## src/rtl/core/pshp_pkg.sv

```systemverilog
`timescale 1ns / 1ps

package pshp_pkg;

  localparam int unsigned HDR_LEN     = 9;
  localparam int unsigned HDR_IDX_W   = $clog2(HDR_LEN);
  localparam int unsigned CNT_W       = 13;
  localparam logic [CNT_W-1:0] CNT_MAX     = {CNT_W{1'b1}};
  localparam logic [CNT_W-1:0] MIN_SECTION = 13'd13;
  localparam logic [CNT_W-1:0] LEN_OVERHEAD = 13'd3;
  localparam logic [31:0] CRC_POLY = 32'h04C1_1DB7;
  localparam logic [31:0] CRC_INIT = 32'hFFFF_FFFF;
  localparam logic [7:0]  LEN_HI_MASK  = 8'h0F;
  localparam logic [7:0]  VER_MASK     = 8'h1F;
  localparam logic [7:0]  CUR_MASK     = 8'h01;

  typedef enum logic [1:0] {
    STATUS_OK       = 2'd0,
    STATUS_LEN_ERR  = 2'd1,
    STATUS_CRC_ERR  = 2'd2
  } status_t;

  // one byte moving from the input register into the section state
  typedef struct packed {
    logic       adv;
    logic       last;
    logic [7:0] data;
  } step_t;

  typedef struct packed {
    logic [7:0]  table_kind;
    logic [11:0] body_length;
    logic [15:0] id_extension;
    logic [4:0]  version;
    logic        current_flag;
    logic [7:0]  section_index;
    logic [7:0]  last_section_index;
    logic [7:0]  protocol_level;
  } hdr_fields_t;

  // msb-first crc-32, one byte, no reflection
  function automatic logic [31:0] crc32_byte(input logic [31:0] crc_in,
                                             input logic [7:0]  b);
    logic [31:0] c;
    c = crc_in ^ {b, 24'h0};
    for (int i = 0; i < 8; i++) begin
      if (c[31]) begin
        c = {c[30:0], 1'b0} ^ CRC_POLY;
      end else begin
        c = {c[30:0], 1'b0};
      end
    end
    return c;
  endfunction

endpackage

```

## src/rtl/core/pshp_if.sv

```systemverilog
`timescale 1ns / 1ps

interface pshp_in_if;
  logic       valid;
  logic       ready;
  logic [7:0] data_byte;
  logic       last_byte;

  modport source (output valid, output data_byte, output last_byte, input ready);
  modport sink   (input valid, input data_byte, input last_byte, output ready);
endinterface

interface pshp_out_if;
  logic        valid;
  logic        ready;
  logic [7:0]  table_kind;
  logic [11:0] body_length;
  logic [15:0] id_extension;
  logic [4:0]  version;
  logic        current_flag;
  logic [7:0]  section_index;
  logic [7:0]  last_section_index;
  logic [7:0]  protocol_level;
  logic [1:0]  status;

  modport source (output valid, output table_kind, output body_length,
                  output id_extension, output version, output current_flag,
                  output section_index, output last_section_index,
                  output protocol_level, output status, input ready);
  modport sink   (input valid, input table_kind, input body_length,
                  input id_extension, input version, input current_flag,
                  input section_index, input last_section_index,
                  input protocol_level, input status, output ready);
endinterface

```

## src/rtl/core/pshp_crc.sv

```systemverilog
`timescale 1ns / 1ps

module pshp_crc (
  input  logic           clk,
  input  logic           rst_n,
  input  pshp_pkg::step_t step,
  output logic [31:0]    crc_q,
  output logic           crc_zero
);

  logic [31:0] crc_r;
  logic [31:0] crc_upd;
  logic [31:0] crc_nxt;

  assign crc_upd  = pshp_pkg::crc32_byte(crc_r, step.data);
  assign crc_zero = (crc_upd == 32'h0);
  assign crc_q    = crc_r;

  // back to the initial value once the last byte is consumed
  always_comb begin
    crc_nxt = crc_r;
    if (step.adv) begin
      crc_nxt = step.last ? pshp_pkg::CRC_INIT : crc_upd;
    end
  end

  always_ff @(posedge clk) begin
    if (!rst_n) begin
      crc_r <= pshp_pkg::CRC_INIT;
    end else begin
      crc_r <= crc_nxt;
    end
  end

endmodule

```

## src/rtl/core/pshp_hdr.sv

```systemverilog
`timescale 1ns / 1ps

module pshp_hdr (
  input  logic                          clk,
  input  logic                          rst_n,
  input  pshp_pkg::step_t               step,
  output pshp_pkg::hdr_fields_t         fields,
  output logic [pshp_pkg::CNT_W-1:0]    count_upd,
  output logic [pshp_pkg::CNT_W-1:0]    count_q
);

  logic [7:0]                 hdr_r   [pshp_pkg::HDR_LEN];
  logic [7:0]                 hdr_upd [pshp_pkg::HDR_LEN];
  logic [7:0]                 hdr_nxt [pshp_pkg::HDR_LEN];
  logic [pshp_pkg::CNT_W-1:0] count_r;
  logic [pshp_pkg::CNT_W-1:0] count_nxt;
  logic                       in_hdr;

  assign in_hdr  = (count_r < pshp_pkg::CNT_W'(pshp_pkg::HDR_LEN));
  assign count_q = count_r;

  always_comb begin
    for (int i = 0; i < pshp_pkg::HDR_LEN; i++) begin
      hdr_upd[i] = hdr_r[i];
    end
    if (in_hdr) begin
      hdr_upd[count_r[pshp_pkg::HDR_IDX_W-1:0]] = step.data;
    end
  end

  // saturating byte count including the current byte
  assign count_upd = (count_r == pshp_pkg::CNT_MAX) ? count_r
                                                    : count_r + 1'b1;

  always_comb begin
    count_nxt = count_r;
    for (int i = 0; i < pshp_pkg::HDR_LEN; i++) begin
      hdr_nxt[i] = hdr_r[i];
    end
    if (step.adv) begin
      if (step.last) begin
        count_nxt = '0;
        for (int i = 0; i < pshp_pkg::HDR_LEN; i++) begin
          hdr_nxt[i] = 8'h0;
        end
      end else begin
        count_nxt = count_upd;
        for (int i = 0; i < pshp_pkg::HDR_LEN; i++) begin
          hdr_nxt[i] = hdr_upd[i];
        end
      end
    end
  end

  always_comb begin
    fields.table_kind         = hdr_upd[0];
    fields.body_length        = {hdr_upd[1][3:0] & pshp_pkg::LEN_HI_MASK[3:0], hdr_upd[2]};
    fields.id_extension       = {hdr_upd[3], hdr_upd[4]};
    fields.version            = hdr_upd[5][5:1] & pshp_pkg::VER_MASK[4:0];
    fields.current_flag       = hdr_upd[5][0] & pshp_pkg::CUR_MASK[0];
    fields.section_index      = hdr_upd[6];
    fields.last_section_index = hdr_upd[7];
    fields.protocol_level     = hdr_upd[8];
  end

  always_ff @(posedge clk) begin
    if (!rst_n) begin
      count_r <= '0;
      for (int i = 0; i < pshp_pkg::HDR_LEN; i++) begin
        hdr_r[i] <= 8'h0;
      end
    end else begin
      count_r <= count_nxt;
      for (int i = 0; i < pshp_pkg::HDR_LEN; i++) begin
        hdr_r[i] <= hdr_nxt[i];
      end
    end
  end

endmodule

```

## src/rtl/core/psi_section_header_parser_crc.sv

```systemverilog
`timescale 1ns / 1ps

// table section header parser with crc-32 check
//
// in_ch carries one section byte per item, starting at the table id byte,
// with last_byte high on the final byte. out_ch gives one item per section,
// produced by the last byte: the header fields (bytes 0 to 8) and a status
// of ok, length mismatch (fewer than 13 bytes, or count != length + 3) or
// crc failure (nonzero mpeg-2 crc-32 remainder over the whole section).
//
// path: a byte is first held in the input register; when it leaves it, the
// section state and the result register update together, so the result
// is registered as the last byte leaves. throughput: one byte per cycle,
// set by the byte-wide crc update between the input register and the crc
// register, except while a last byte waits for the result register.
//
// reset (rst_n low, synchronous) clears the byte count and header bytes,
// presets the crc to all ones and drops both valids. when the receiver
// stalls, the result is held in the output register; bytes that are not
// last still flow, and a last byte waits in the input register until the
// result register frees up, so in_ch.ready drops only then.

module psi_section_header_parser_crc (
  input  logic              clk,
  input  logic              rst_n,
  pshp_in_if.sink           in_ch,
  pshp_out_if.source        out_ch
);

  // input register
  logic       s1_valid_r;
  logic       s1_valid_nxt;
  logic [7:0] s1_data_r;
  logic       s1_last_r;
  logic       s1_adv;

  pshp_pkg::step_t step;

  // section state outputs
  pshp_pkg::hdr_fields_t         fields;
  logic [pshp_pkg::CNT_W-1:0]    count_upd;
  logic [pshp_pkg::CNT_W-1:0]    count_q;
  logic [31:0]                   crc_q;
  logic                          crc_zero;
  logic [pshp_pkg::CNT_W-1:0]    expect_len;
  pshp_pkg::status_t             status;

  // result register
  logic                  out_valid_r;
  logic                  out_valid_nxt;
  pshp_pkg::hdr_fields_t out_fields_r;
  pshp_pkg::status_t     out_status_r;

  // a non-last byte never needs the result register
  assign s1_adv = s1_valid_r && (!s1_last_r || !out_valid_r || out_ch.ready);
  assign in_ch.ready = !s1_valid_r || s1_adv;

  assign s1_valid_nxt = in_ch.valid ? 1'b1 : (s1_adv ? 1'b0 : s1_valid_r);

  always_ff @(posedge clk) begin
    if (!rst_n) begin
      s1_valid_r <= 1'b0;
    end else begin
      s1_valid_r <= in_ch.ready ? s1_valid_nxt : s1_valid_r;
    end
  end

  always_ff @(posedge clk) begin
    if (in_ch.valid && in_ch.ready) begin
      s1_data_r <= in_ch.data_byte;
      s1_last_r <= in_ch.last_byte;
    end
  end

  assign step.adv  = s1_adv;
  assign step.last = s1_last_r;
  assign step.data = s1_data_r;

  pshp_hdr u_hdr (
    .clk       (clk),
    .rst_n     (rst_n),
    .step      (step),
    .fields    (fields),
    .count_upd (count_upd),
    .count_q   (count_q)
  );

  pshp_crc u_crc (
    .clk      (clk),
    .rst_n    (rst_n),
    .step     (step),
    .crc_q    (crc_q),
    .crc_zero (crc_zero)
  );

  // length check wins over the crc check
  assign expect_len = {1'b0, fields.body_length} + pshp_pkg::LEN_OVERHEAD;

  always_comb begin
    priority if (count_upd < pshp_pkg::MIN_SECTION || count_upd != expect_len) begin
      status = pshp_pkg::STATUS_LEN_ERR;
    end else if (!crc_zero) begin
      status = pshp_pkg::STATUS_CRC_ERR;
    end else begin
      status = pshp_pkg::STATUS_OK;
    end
  end

  always_comb begin
    out_valid_nxt = out_valid_r && !out_ch.ready;
    if (s1_adv && s1_last_r) begin
      out_valid_nxt = 1'b1;
    end
  end

  always_ff @(posedge clk) begin
    if (!rst_n) begin
      out_valid_r <= 1'b0;
    end else begin
      out_valid_r <= out_valid_nxt;
    end
  end

  always_ff @(posedge clk) begin
    if (s1_adv && s1_last_r) begin
      out_fields_r <= fields;
      out_status_r <= status;
    end
  end

  assign out_ch.valid              = out_valid_r;
  assign out_ch.table_kind         = out_fields_r.table_kind;
  assign out_ch.body_length        = out_fields_r.body_length;
  assign out_ch.id_extension       = out_fields_r.id_extension;
  assign out_ch.version            = out_fields_r.version;
  assign out_ch.current_flag       = out_fields_r.current_flag;
  assign out_ch.section_index      = out_fields_r.section_index;
  assign out_ch.last_section_index = out_fields_r.last_section_index;
  assign out_ch.protocol_level     = out_fields_r.protocol_level;
  assign out_ch.status             = out_status_r;

  // a consumed last byte always leaves a result behind
  a_last_gives_result: assert property (@(posedge clk) disable iff (!rst_n)
    s1_adv && s1_last_r |=> out_valid_r)
    else $error("last byte consumed without a result");

  // section state is back at reset after the last byte
  a_state_cleared: assert property (@(posedge clk) disable iff (!rst_n)
    s1_adv && s1_last_r |=> (count_q == '0) && (crc_q == pshp_pkg::CRC_INIT))
    else $error("section state not cleared after last byte");

  // input side only stalls on a last byte waiting for the result register
  a_stall_cause: assert property (@(posedge clk) disable iff (!rst_n)
    !in_ch.ready |-> s1_valid_r && s1_last_r && out_valid_r && !out_ch.ready)
    else $error("input stalled without a blocked last byte");

endmodule
```

## src/flat_wrapper.sv

```systemverilog
// flat-port wrapper written by rule: the top's interface ports become plain ports
module psi_section_header_parser_crc_flat 
  (clk, rst_n, in_ch_valid, in_ch_data_byte, in_ch_last_byte, in_ch_ready, out_ch_valid, out_ch_table_kind, out_ch_body_length, out_ch_id_extension, out_ch_version, out_ch_current_flag, out_ch_section_index, out_ch_last_section_index, out_ch_protocol_level, out_ch_status, out_ch_ready);
  pshp_in_if in_ch_i ();
  pshp_out_if out_ch_i ();
  input  logic clk;
  input  logic rst_n;
  input wire logic [$bits(in_ch_i.valid)-1:0] in_ch_valid;
  input wire logic [$bits(in_ch_i.data_byte)-1:0] in_ch_data_byte;
  input wire logic [$bits(in_ch_i.last_byte)-1:0] in_ch_last_byte;
  output wire logic [$bits(in_ch_i.ready)-1:0] in_ch_ready;
  output wire logic [$bits(out_ch_i.valid)-1:0] out_ch_valid;
  output wire logic [$bits(out_ch_i.table_kind)-1:0] out_ch_table_kind;
  output wire logic [$bits(out_ch_i.body_length)-1:0] out_ch_body_length;
  output wire logic [$bits(out_ch_i.id_extension)-1:0] out_ch_id_extension;
  output wire logic [$bits(out_ch_i.version)-1:0] out_ch_version;
  output wire logic [$bits(out_ch_i.current_flag)-1:0] out_ch_current_flag;
  output wire logic [$bits(out_ch_i.section_index)-1:0] out_ch_section_index;
  output wire logic [$bits(out_ch_i.last_section_index)-1:0] out_ch_last_section_index;
  output wire logic [$bits(out_ch_i.protocol_level)-1:0] out_ch_protocol_level;
  output wire logic [$bits(out_ch_i.status)-1:0] out_ch_status;
  input wire logic [$bits(out_ch_i.ready)-1:0] out_ch_ready;
  assign in_ch_i.valid = in_ch_valid;
  assign in_ch_i.data_byte = in_ch_data_byte;
  assign in_ch_i.last_byte = in_ch_last_byte;
  assign in_ch_ready = in_ch_i.ready;
  assign out_ch_valid = out_ch_i.valid;
  assign out_ch_table_kind = out_ch_i.table_kind;
  assign out_ch_body_length = out_ch_i.body_length;
  assign out_ch_id_extension = out_ch_i.id_extension;
  assign out_ch_version = out_ch_i.version;
  assign out_ch_current_flag = out_ch_i.current_flag;
  assign out_ch_section_index = out_ch_i.section_index;
  assign out_ch_last_section_index = out_ch_i.last_section_index;
  assign out_ch_protocol_level = out_ch_i.protocol_level;
  assign out_ch_status = out_ch_i.status;
  assign out_ch_i.ready = out_ch_ready;
  psi_section_header_parser_crc u_core (.clk(clk), .rst_n(rst_n), .in_ch(in_ch_i), .out_ch(out_ch_i));
endmodule
```

## config.mk

```make
export PLATFORM = sky130hd
export DESIGN_NAME = psi_section_header_parser_crc_flat
export DESIGN_NICKNAME = d
export VERILOG_FILES = /design/src/rtl/core/pshp_pkg.sv /design/src/rtl/core/pshp_if.sv /design/src/rtl/core/pshp_crc.sv /design/src/rtl/core/pshp_hdr.sv /design/src/rtl/core/psi_section_header_parser_crc.sv /design/src/flat_wrapper.sv
export SDC_FILE = /design/constraint.sdc
export NUM_CORES = 1
export LEC_CHECK = 0
export BUFFER_PORTS_ARGS = -buffer_cell sky130_fd_sc_hd__buf_2
export CORE_ASPECT_RATIO = 0.75
export CORE_MARGIN = 1.5
export CORE_UTILIZATION = 34
export CTS_CLUSTER_SIZE = 25
export DETAILED_ROUTE_END_ITERATION = 8
export PLACE_DENSITY = 0.48
export REMOVE_ABC_BUFFERS = 1
export SLEW_MARGIN = 20
export SYNTH_ARGS = -nofsm -noshare
export SYNTH_HDL_FRONTEND = slang
export SYNTH_SLANG_ARGS = --single-unit
export TNS_END_PERCENT = 100
```

## constraint.sdc

```tcl
create_clock -name clk -period 3.7 [get_ports clk]
set_input_delay 0.555 -clock clk [delete_from_list [all_inputs] [get_ports clk]]
set_output_delay 0.555 -clock clk [all_outputs]
set_load 0.01 [all_outputs]
```

* Word-level counts from Yosys, hierarchy flattened
Memory sizes are Yosys's and may differ from the RTL's.
Cells that the tools add are included.
** Storage, ports and cells
- Output and inout port bits :: 70
- RAM bits :: 72
- Memories :: 1
- Logic and storage cells :: 91
- Flip-flop bits (word level) :: 124
** Memory list
- u_core.u_hdr.hdr_r :: depth 9, bits a word 8, read ports 9, clocked after memory_dff 0, write ports 9, RTL line pshp_hdr.sv:12 : logic [7:0] hdr_r [pshp_pkg::HDR_LEN];
** Cells by class
- Order comparisons :: 4
- Mux-type cells :: 32
- Add/subtract/negate cells :: 2
- Bitwise gates (word level) :: 19
- Eq/ne operators :: 2
- Reduce and logical (&&, ||, !) cells :: 16
** Operators by type and width (count)
- $mux 27 :: 8
- $mux 72 :: 3
- $not 14->14 :: 8
- $mux 8 :: 10
- $bwmux 72 :: 1
- $demux 8 s4 :: 1
- $logic_not 32->1 :: 1
- $mux 32 :: 1
- $xor 32x32->32 :: 1
- $lt 13x4->1 const B :: 2
- $mux 13 :: 2
- $add 12x2->13 const B :: 1
- $add 13x1->13 const B :: 1
- $eq 13x13->1 const B :: 1
- $ne 13x13->1 :: 1
- $or 1x1->1 :: 9
- $ge 5x5->1 const B :: 1
- $logic_and 1x1->1 :: 5
- $lt 5x1->1 const B :: 1
- $mux 1 :: 5
- $not 4->5 :: 1
- $logic_not 1->1 :: 4
- $logic_or 1x1->1 :: 4
- $mux 2 :: 1
- other kinds (2) :: 2

* Depth between registers and ports, before layout
- Depth after elaboration :: 19
- Mapped depth :: 16
- Depth with buffers taken out :: 15

* Cells and area by module
A second synthesis with hierarchy kept.
** Second synthesis, totals
- Cell total of the unflattened synthesis :: 874
- Area total of the unflattened synthesis :: 9382.7 um2
** Modules (own cells, without submodules)
- pshp_hdr :: area an instance 4324.1 um2, instances 1, cells an instance 482, seq. area each 1581.5 um2
- psi_section_header_parser_crc :: area an instance 2926.6 um2, instances 1, cells an instance 154, seq. area each 2352.3 um2
- pshp_crc :: area an instance 2132.0 um2, instances 1, cells an instance 238, seq. area each 640.6 um2

* Least setup slack after synthesis
OpenSTA, ideal clock, no wires.
- Kind :: register -> register
- Start :: register u_core.u_hdr.count_r (netlist bit u_core.u_hdr.count_q[0])
- End :: register u_core.out_status_r[1] (netlist: u_core.out_ch.status[1]) (data pin)
- Buffers on the path :: 1
- Cell stages (with the launch flop) :: 15
- Arrival time :: 3.258 ns
- Period minus slack after synthesis :: 3.390 ns
- Setup slack :: 0.310 ns
- Data required time :: 3.568 ns
- Cell sequence :: dfxtp_1 -> inv_1 -> ha_1 -> nor3b_1 -> nand4_2 -> buf_2 -> mux2_2 -> inv_1 -> ha_1 -> nor3_1 -> mux2i_1 -> o21bai_1 -> or3b_1 -> a2111oi_2 -> o311a_1
** RTL lines
- start, declared :: RTL line pshp_hdr.sv:15 : logic [pshp_pkg::CNT_W-1:0] count_r;
- start signal, assigned :: RTL line pshp_hdr.sv:73 : count_r <= count_nxt;
- end signal, assigned :: RTL line psi_section_header_parser_crc.sv:127 : out_status_r <= status;
- end, declared :: RTL line psi_section_header_parser_crc.sv:52 : pshp_pkg::status_t out_status_r;

==> impl_metrics.csv <==
group,metric,value,unit
run_status,status,"complete, but fails checks",
run_status,violations,"DRC",
pwr,max-vdd-ir-drop,0.313,mV
critical_path,critical_path.most_common_cell,"sky130_fd_sc_hd__inv_1",
floorplanning,die_width,194,µm
drt,number_of_nets_with_antenna_violations_after_detailed_routing,0,
critical_path,slowest_stage,"sky130_fd_sc_hd__or3b_1",
synth,post_synthesis_average_cell_area,11.0,µm²
floorplanning,die-area,28400,µm²
critical_path,worstSetupEndpointType,"register",
place,preCtsSetupSlack,0.0830,ns
clock_network,clock_tree.htree_level_count,4,
floorplanning,core_area,26900,µm²
drt,routed_wl,24300,µm
final_layout,area_growth_syn_to_layout,16.0,%
drt,drtIter0Drc,472,
final_layout,fill_cells,2682,
timing,rsz0062_at_grt,"false",
critical_path,timing.critical_path.cells,"inv_1 -> ha_1 -> nor3b_2 -> nand4_2 -> mux2_2 -> inv_1 -> ha_2 -> nor3_1 -> mux2i_1 -> o21bai_1 -> or3b_1 -> a2111oi_4 -> o311a_1",
floorplanning,pin_count,83,
drt,route.detailed.wl_per_inst,18.9,µm
synth,synth_ff_type,"sky130_fd_sc_hd__dfxtp_1",
flow_run,max-cap-violations,0,
place,gpl.final_weighted_congestion,0.847,
timing,post-route-period-util,0.920,
synth,yosys.area.top_type_share,0.248,
synth,yosysWarningCount,0,
final_layout,multi_input_combinational_cell_area,4530,µm²
final_layout,num_antenna_cells,0,
critical_path,worstPathArrival,3.71,ns
critical_path,timing.critical_path.buf_inv,2,
clock_network,cts_tree,"yes",
critical_path,crit_fanout,7,
pwr,power-per-cell-area,456,nW/µm²
critical_path,crit_family,"simple AND/OR/NAND/NOR gates",
hold_path,hold_path.class,"input pin to register",
place,placed_cells_incl_taps,1252,
critical_path,setup.worst_path.class,"register to register",
synth,yosysTopAreaCell,"sky130_fd_sc_hd__edfxtp_1",
synth,yosys.cell_count.top_type,"sky130_fd_sc_hd__dfxtp_1",
grt,grt_antenna_before_repair,1,
floorplanning,die_height,146,µm
grt,first_pass_grt_wire_length,37200,µm
grt,grt_pass1_vias,6078,
critical_path,worstPathRequired,4.01,ns
timing,final_min_period,3.40,ns
critical_path,worst-r2r-setup-slack,0.30,ns
timing,max_slew_margin,0.334,
final_layout,seq_area,4570,µm²
timing,timing.final.ws_setup,0.297,ns
timing,drv_slew,0,
grt,grt_util_all_layers,0.172,
grt,grt_start_max_net_pins,124,
final_layout,nets,941,
timing,timing.clock.skew,0.0137,ns
timing,final_setup_violation_count,0,
synth,number_of_synthesized_register_bits,190,
clock_network,clkLatencyLatePin,0.44,ns
critical_path,worst_setup_path_start_kind,"register",
clock_network,clock_transition_time_at_the_flip_flop_clock_pins_of_the_worst_setup_and_hold_paths,0.07,ns
place,place.port_buffers,82,
drt,vias_after_detailed_routing,6532,
floorplanning,placementRows,52,
grt,grt_remaining_overflow,0,
timing,achievable-frequency,294,MHz
pwr,cellLeakagePower,4.01,nW
clock_network,ctsLongestPathBuffers,2,
floorplanning,initial_utilization,0.346,
clock_network,numCtsBuffers,17,
synth,yosys-top-cells-count,"sky130_fd_sc_hd__dfxtp_1 (113), sky130_fd_sc_hd__edfxtp_1 (77), sky130_fd_sc_hd__nor2b_1 (76)",
critical_path,worst_path_largest_cell_delay,0.40,ns
synth,synth_area_leaders,"sky130_fd_sc_hd__edfxtp_1 (25%), sky130_fd_sc_hd__dfxtp_1 (24%), sky130_fd_sc_hd__a22oi_1 (5.2%), sky130_fd_sc_hd__nor2b_1 (5.1%), sky130_fd_sc_hd__xnor2_1 (4.2%)",
final_layout,post_route_cells_drive_above_1_share,0.222,
synth,async_reset_ff_frac,0,
clock_network,cts_root_buffer,"sky130_fd_sc_hd__clkbuf_16",
clock_network,clock_sink_count,190,
drt,routed_via_density,5.08,
synth,number_of_library_cell_types_mapped_by_synthesis,59,
synth,post_synth_edffs,77,
clock_network,hold_buffers,0,
timing,hold_violations,0,
drt,drt-pass1-iter-count,7,
synth,synthCells,849,
synth,synthesis.area,9320,µm²
timing,tightest_slew,0.994,ns
place,dp_hpwl,16100,µm
synth,ys_seq_area_frac,0.491,
final_layout,finalNonFillerCells,1285,
drt,drcViolationCount,10,
==> power by group <==
| group | total, mW | internal (mW) | switching (mW) |
|---|---|---|---|
| Combinational | 0.821 | 0.337 | 0.484 |
| Sequential | 2.29 | 2.24 | 0.0586 |
| Clock | 1.81 | 0.986 | 0.824 |
==> worst register-to-register path, cell delays in order (launching register included) <==
cell                        delay [ns]
sky130_fd_sc_hd__dfxtp_1          0.31
sky130_fd_sc_hd__inv_1            0.11
sky130_fd_sc_hd__ha_1             0.22
sky130_fd_sc_hd__nor3b_2          0.21
sky130_fd_sc_hd__nand4_2          0.24
sky130_fd_sc_hd__mux2_2           0.33
sky130_fd_sc_hd__inv_1            0.05
sky130_fd_sc_hd__ha_2             0.21
sky130_fd_sc_hd__nor3_1           0.22
sky130_fd_sc_hd__mux2i_1          0.17
sky130_fd_sc_hd__o21bai_1         0.21
sky130_fd_sc_hd__or3b_1           0.40
sky130_fd_sc_hd__a2111oi_4        0.39
sky130_fd_sc_hd__o311a_1          0.21
==> cell type report <==
class                           count  area share
Clock buffer                       20      0.0432
Clock inverter                     11     0.00984
Inverter                            7     0.00243
Multi-Input combinational cell    594       0.419
Sequential cell                   190       0.423
Tap cell                          351      0.0406
Timing Repair Buffer              112      0.0611
==> through the flow <==
stage | utilization | TNS (ns) | hold WS, ns | total power [mW] | instance area [µm²]
after floorplan | - | -118.36 | 0.459 | 2.91 | 9080
after global placement | 0.378 | 0 | 0.471 | 3.17 | 10200
after detailed placement | 0.378 | 0 | 0.476 | 3.17 | 10200
after CTS | 0.400 | 0 | 0.273 | 4.99 | 10800
after global routing | 0.401 | 0 | 0.267 | 5.14 | 10800
final | 0.401 | 0 | 0.290 | 4.93 | 10800
==> registers in the layout (all words and copies together) (netlist names) <==
name	count
u_core.u_hdr.count_q	13
u_core.out_ch.body_length	12
u_core.s1_last_r	1
u_core.u_crc.crc_q	32
u_core.out_ch.protocol_level	8
u_core.s1_data_r	8
u_core.out_ch.table_kind	8
u_core.out_ch.status	2
u_core.out_ch.last_section_index	8
u_core.u_hdr.hdr_r	66
u_core.out_ch.valid	1
u_core.out_ch.section_index	8
u_core.out_ch.current_flag	1
u_core.s1_valid_r	1
u_core.out_ch.id_extension	16
u_core.out_ch.version	5
==> layout by cell type (no fill, tap or decap), drive strengths merged, types with 7 or more instances in the layout <==
master,n
dfxtp,113
buf,112
edfxtp,77
nor2b,76
a22oi,65
mux2,64
nand2,62
xnor2,59
xor2,35
nor2,31
o211ai,28
clkbuf,20
o21ai,19
nor3,18
mux2i,14
nand3,14
a21oi,12
nand4,11
and3,11
inv,10
and2,9
nor3b,7
==> cell families after synthesis <==
family	Yosys count	share of synthesized area
muxes	78	0.0924
adders and majority gates	6	0.00806
buffers and inverters	65	0.0275
and+or+nand+nor	263	0.156
DFF	190	0.491
AOI/OAI and AO/OA	153	0.116
xor gates and xnor gates	94	0.108
==> what timing repair did <==
action,CTS,global route
endpoints found under the setup margin,0,2
buffers inserted,0,2
resized for setup,0,4
==> worst paths after layout <==
| check | end | from | cells past startpoint |
|---|---|---|---|
| max | u_core.out_ch.status[1]$_SDFFCE_PP0P_ | u_core.u_hdr.count_q[0]$_SDFFE_PN0P_ | 13 |
| min | u_core.s1_data_r[3]$_DFFE_PP_ | in_ch_data_byte[3] | 1 |
| max reg2reg | u_core.out_ch.status[1]$_SDFFCE_PP0P_ | u_core.u_hdr.count_q[0]$_SDFFE_PN0P_ | 13 |
| min reg2reg | u_core.u_crc.crc_q[1]$_SDFFE_PN1P_ | u_core.u_crc.crc_q[1]$_SDFFE_PN1P_ | 2 |
==> layer usage <==
| metal | vias to the layer above | routed length (µm) | GRT usage |
|---|---|---|---|
| met5 | - | 0 | 0 |
| met3 | 17 | 1280 | 0.0372 |
| met4 | 0 | 252 | 0.0340 |
| li1 | 3212 | - | - |
| met2 | 158 | 9830 | 0.237 |
| met1 | 3145 | 12900 | 0.271 |
(Power assumes the default switching activity.)
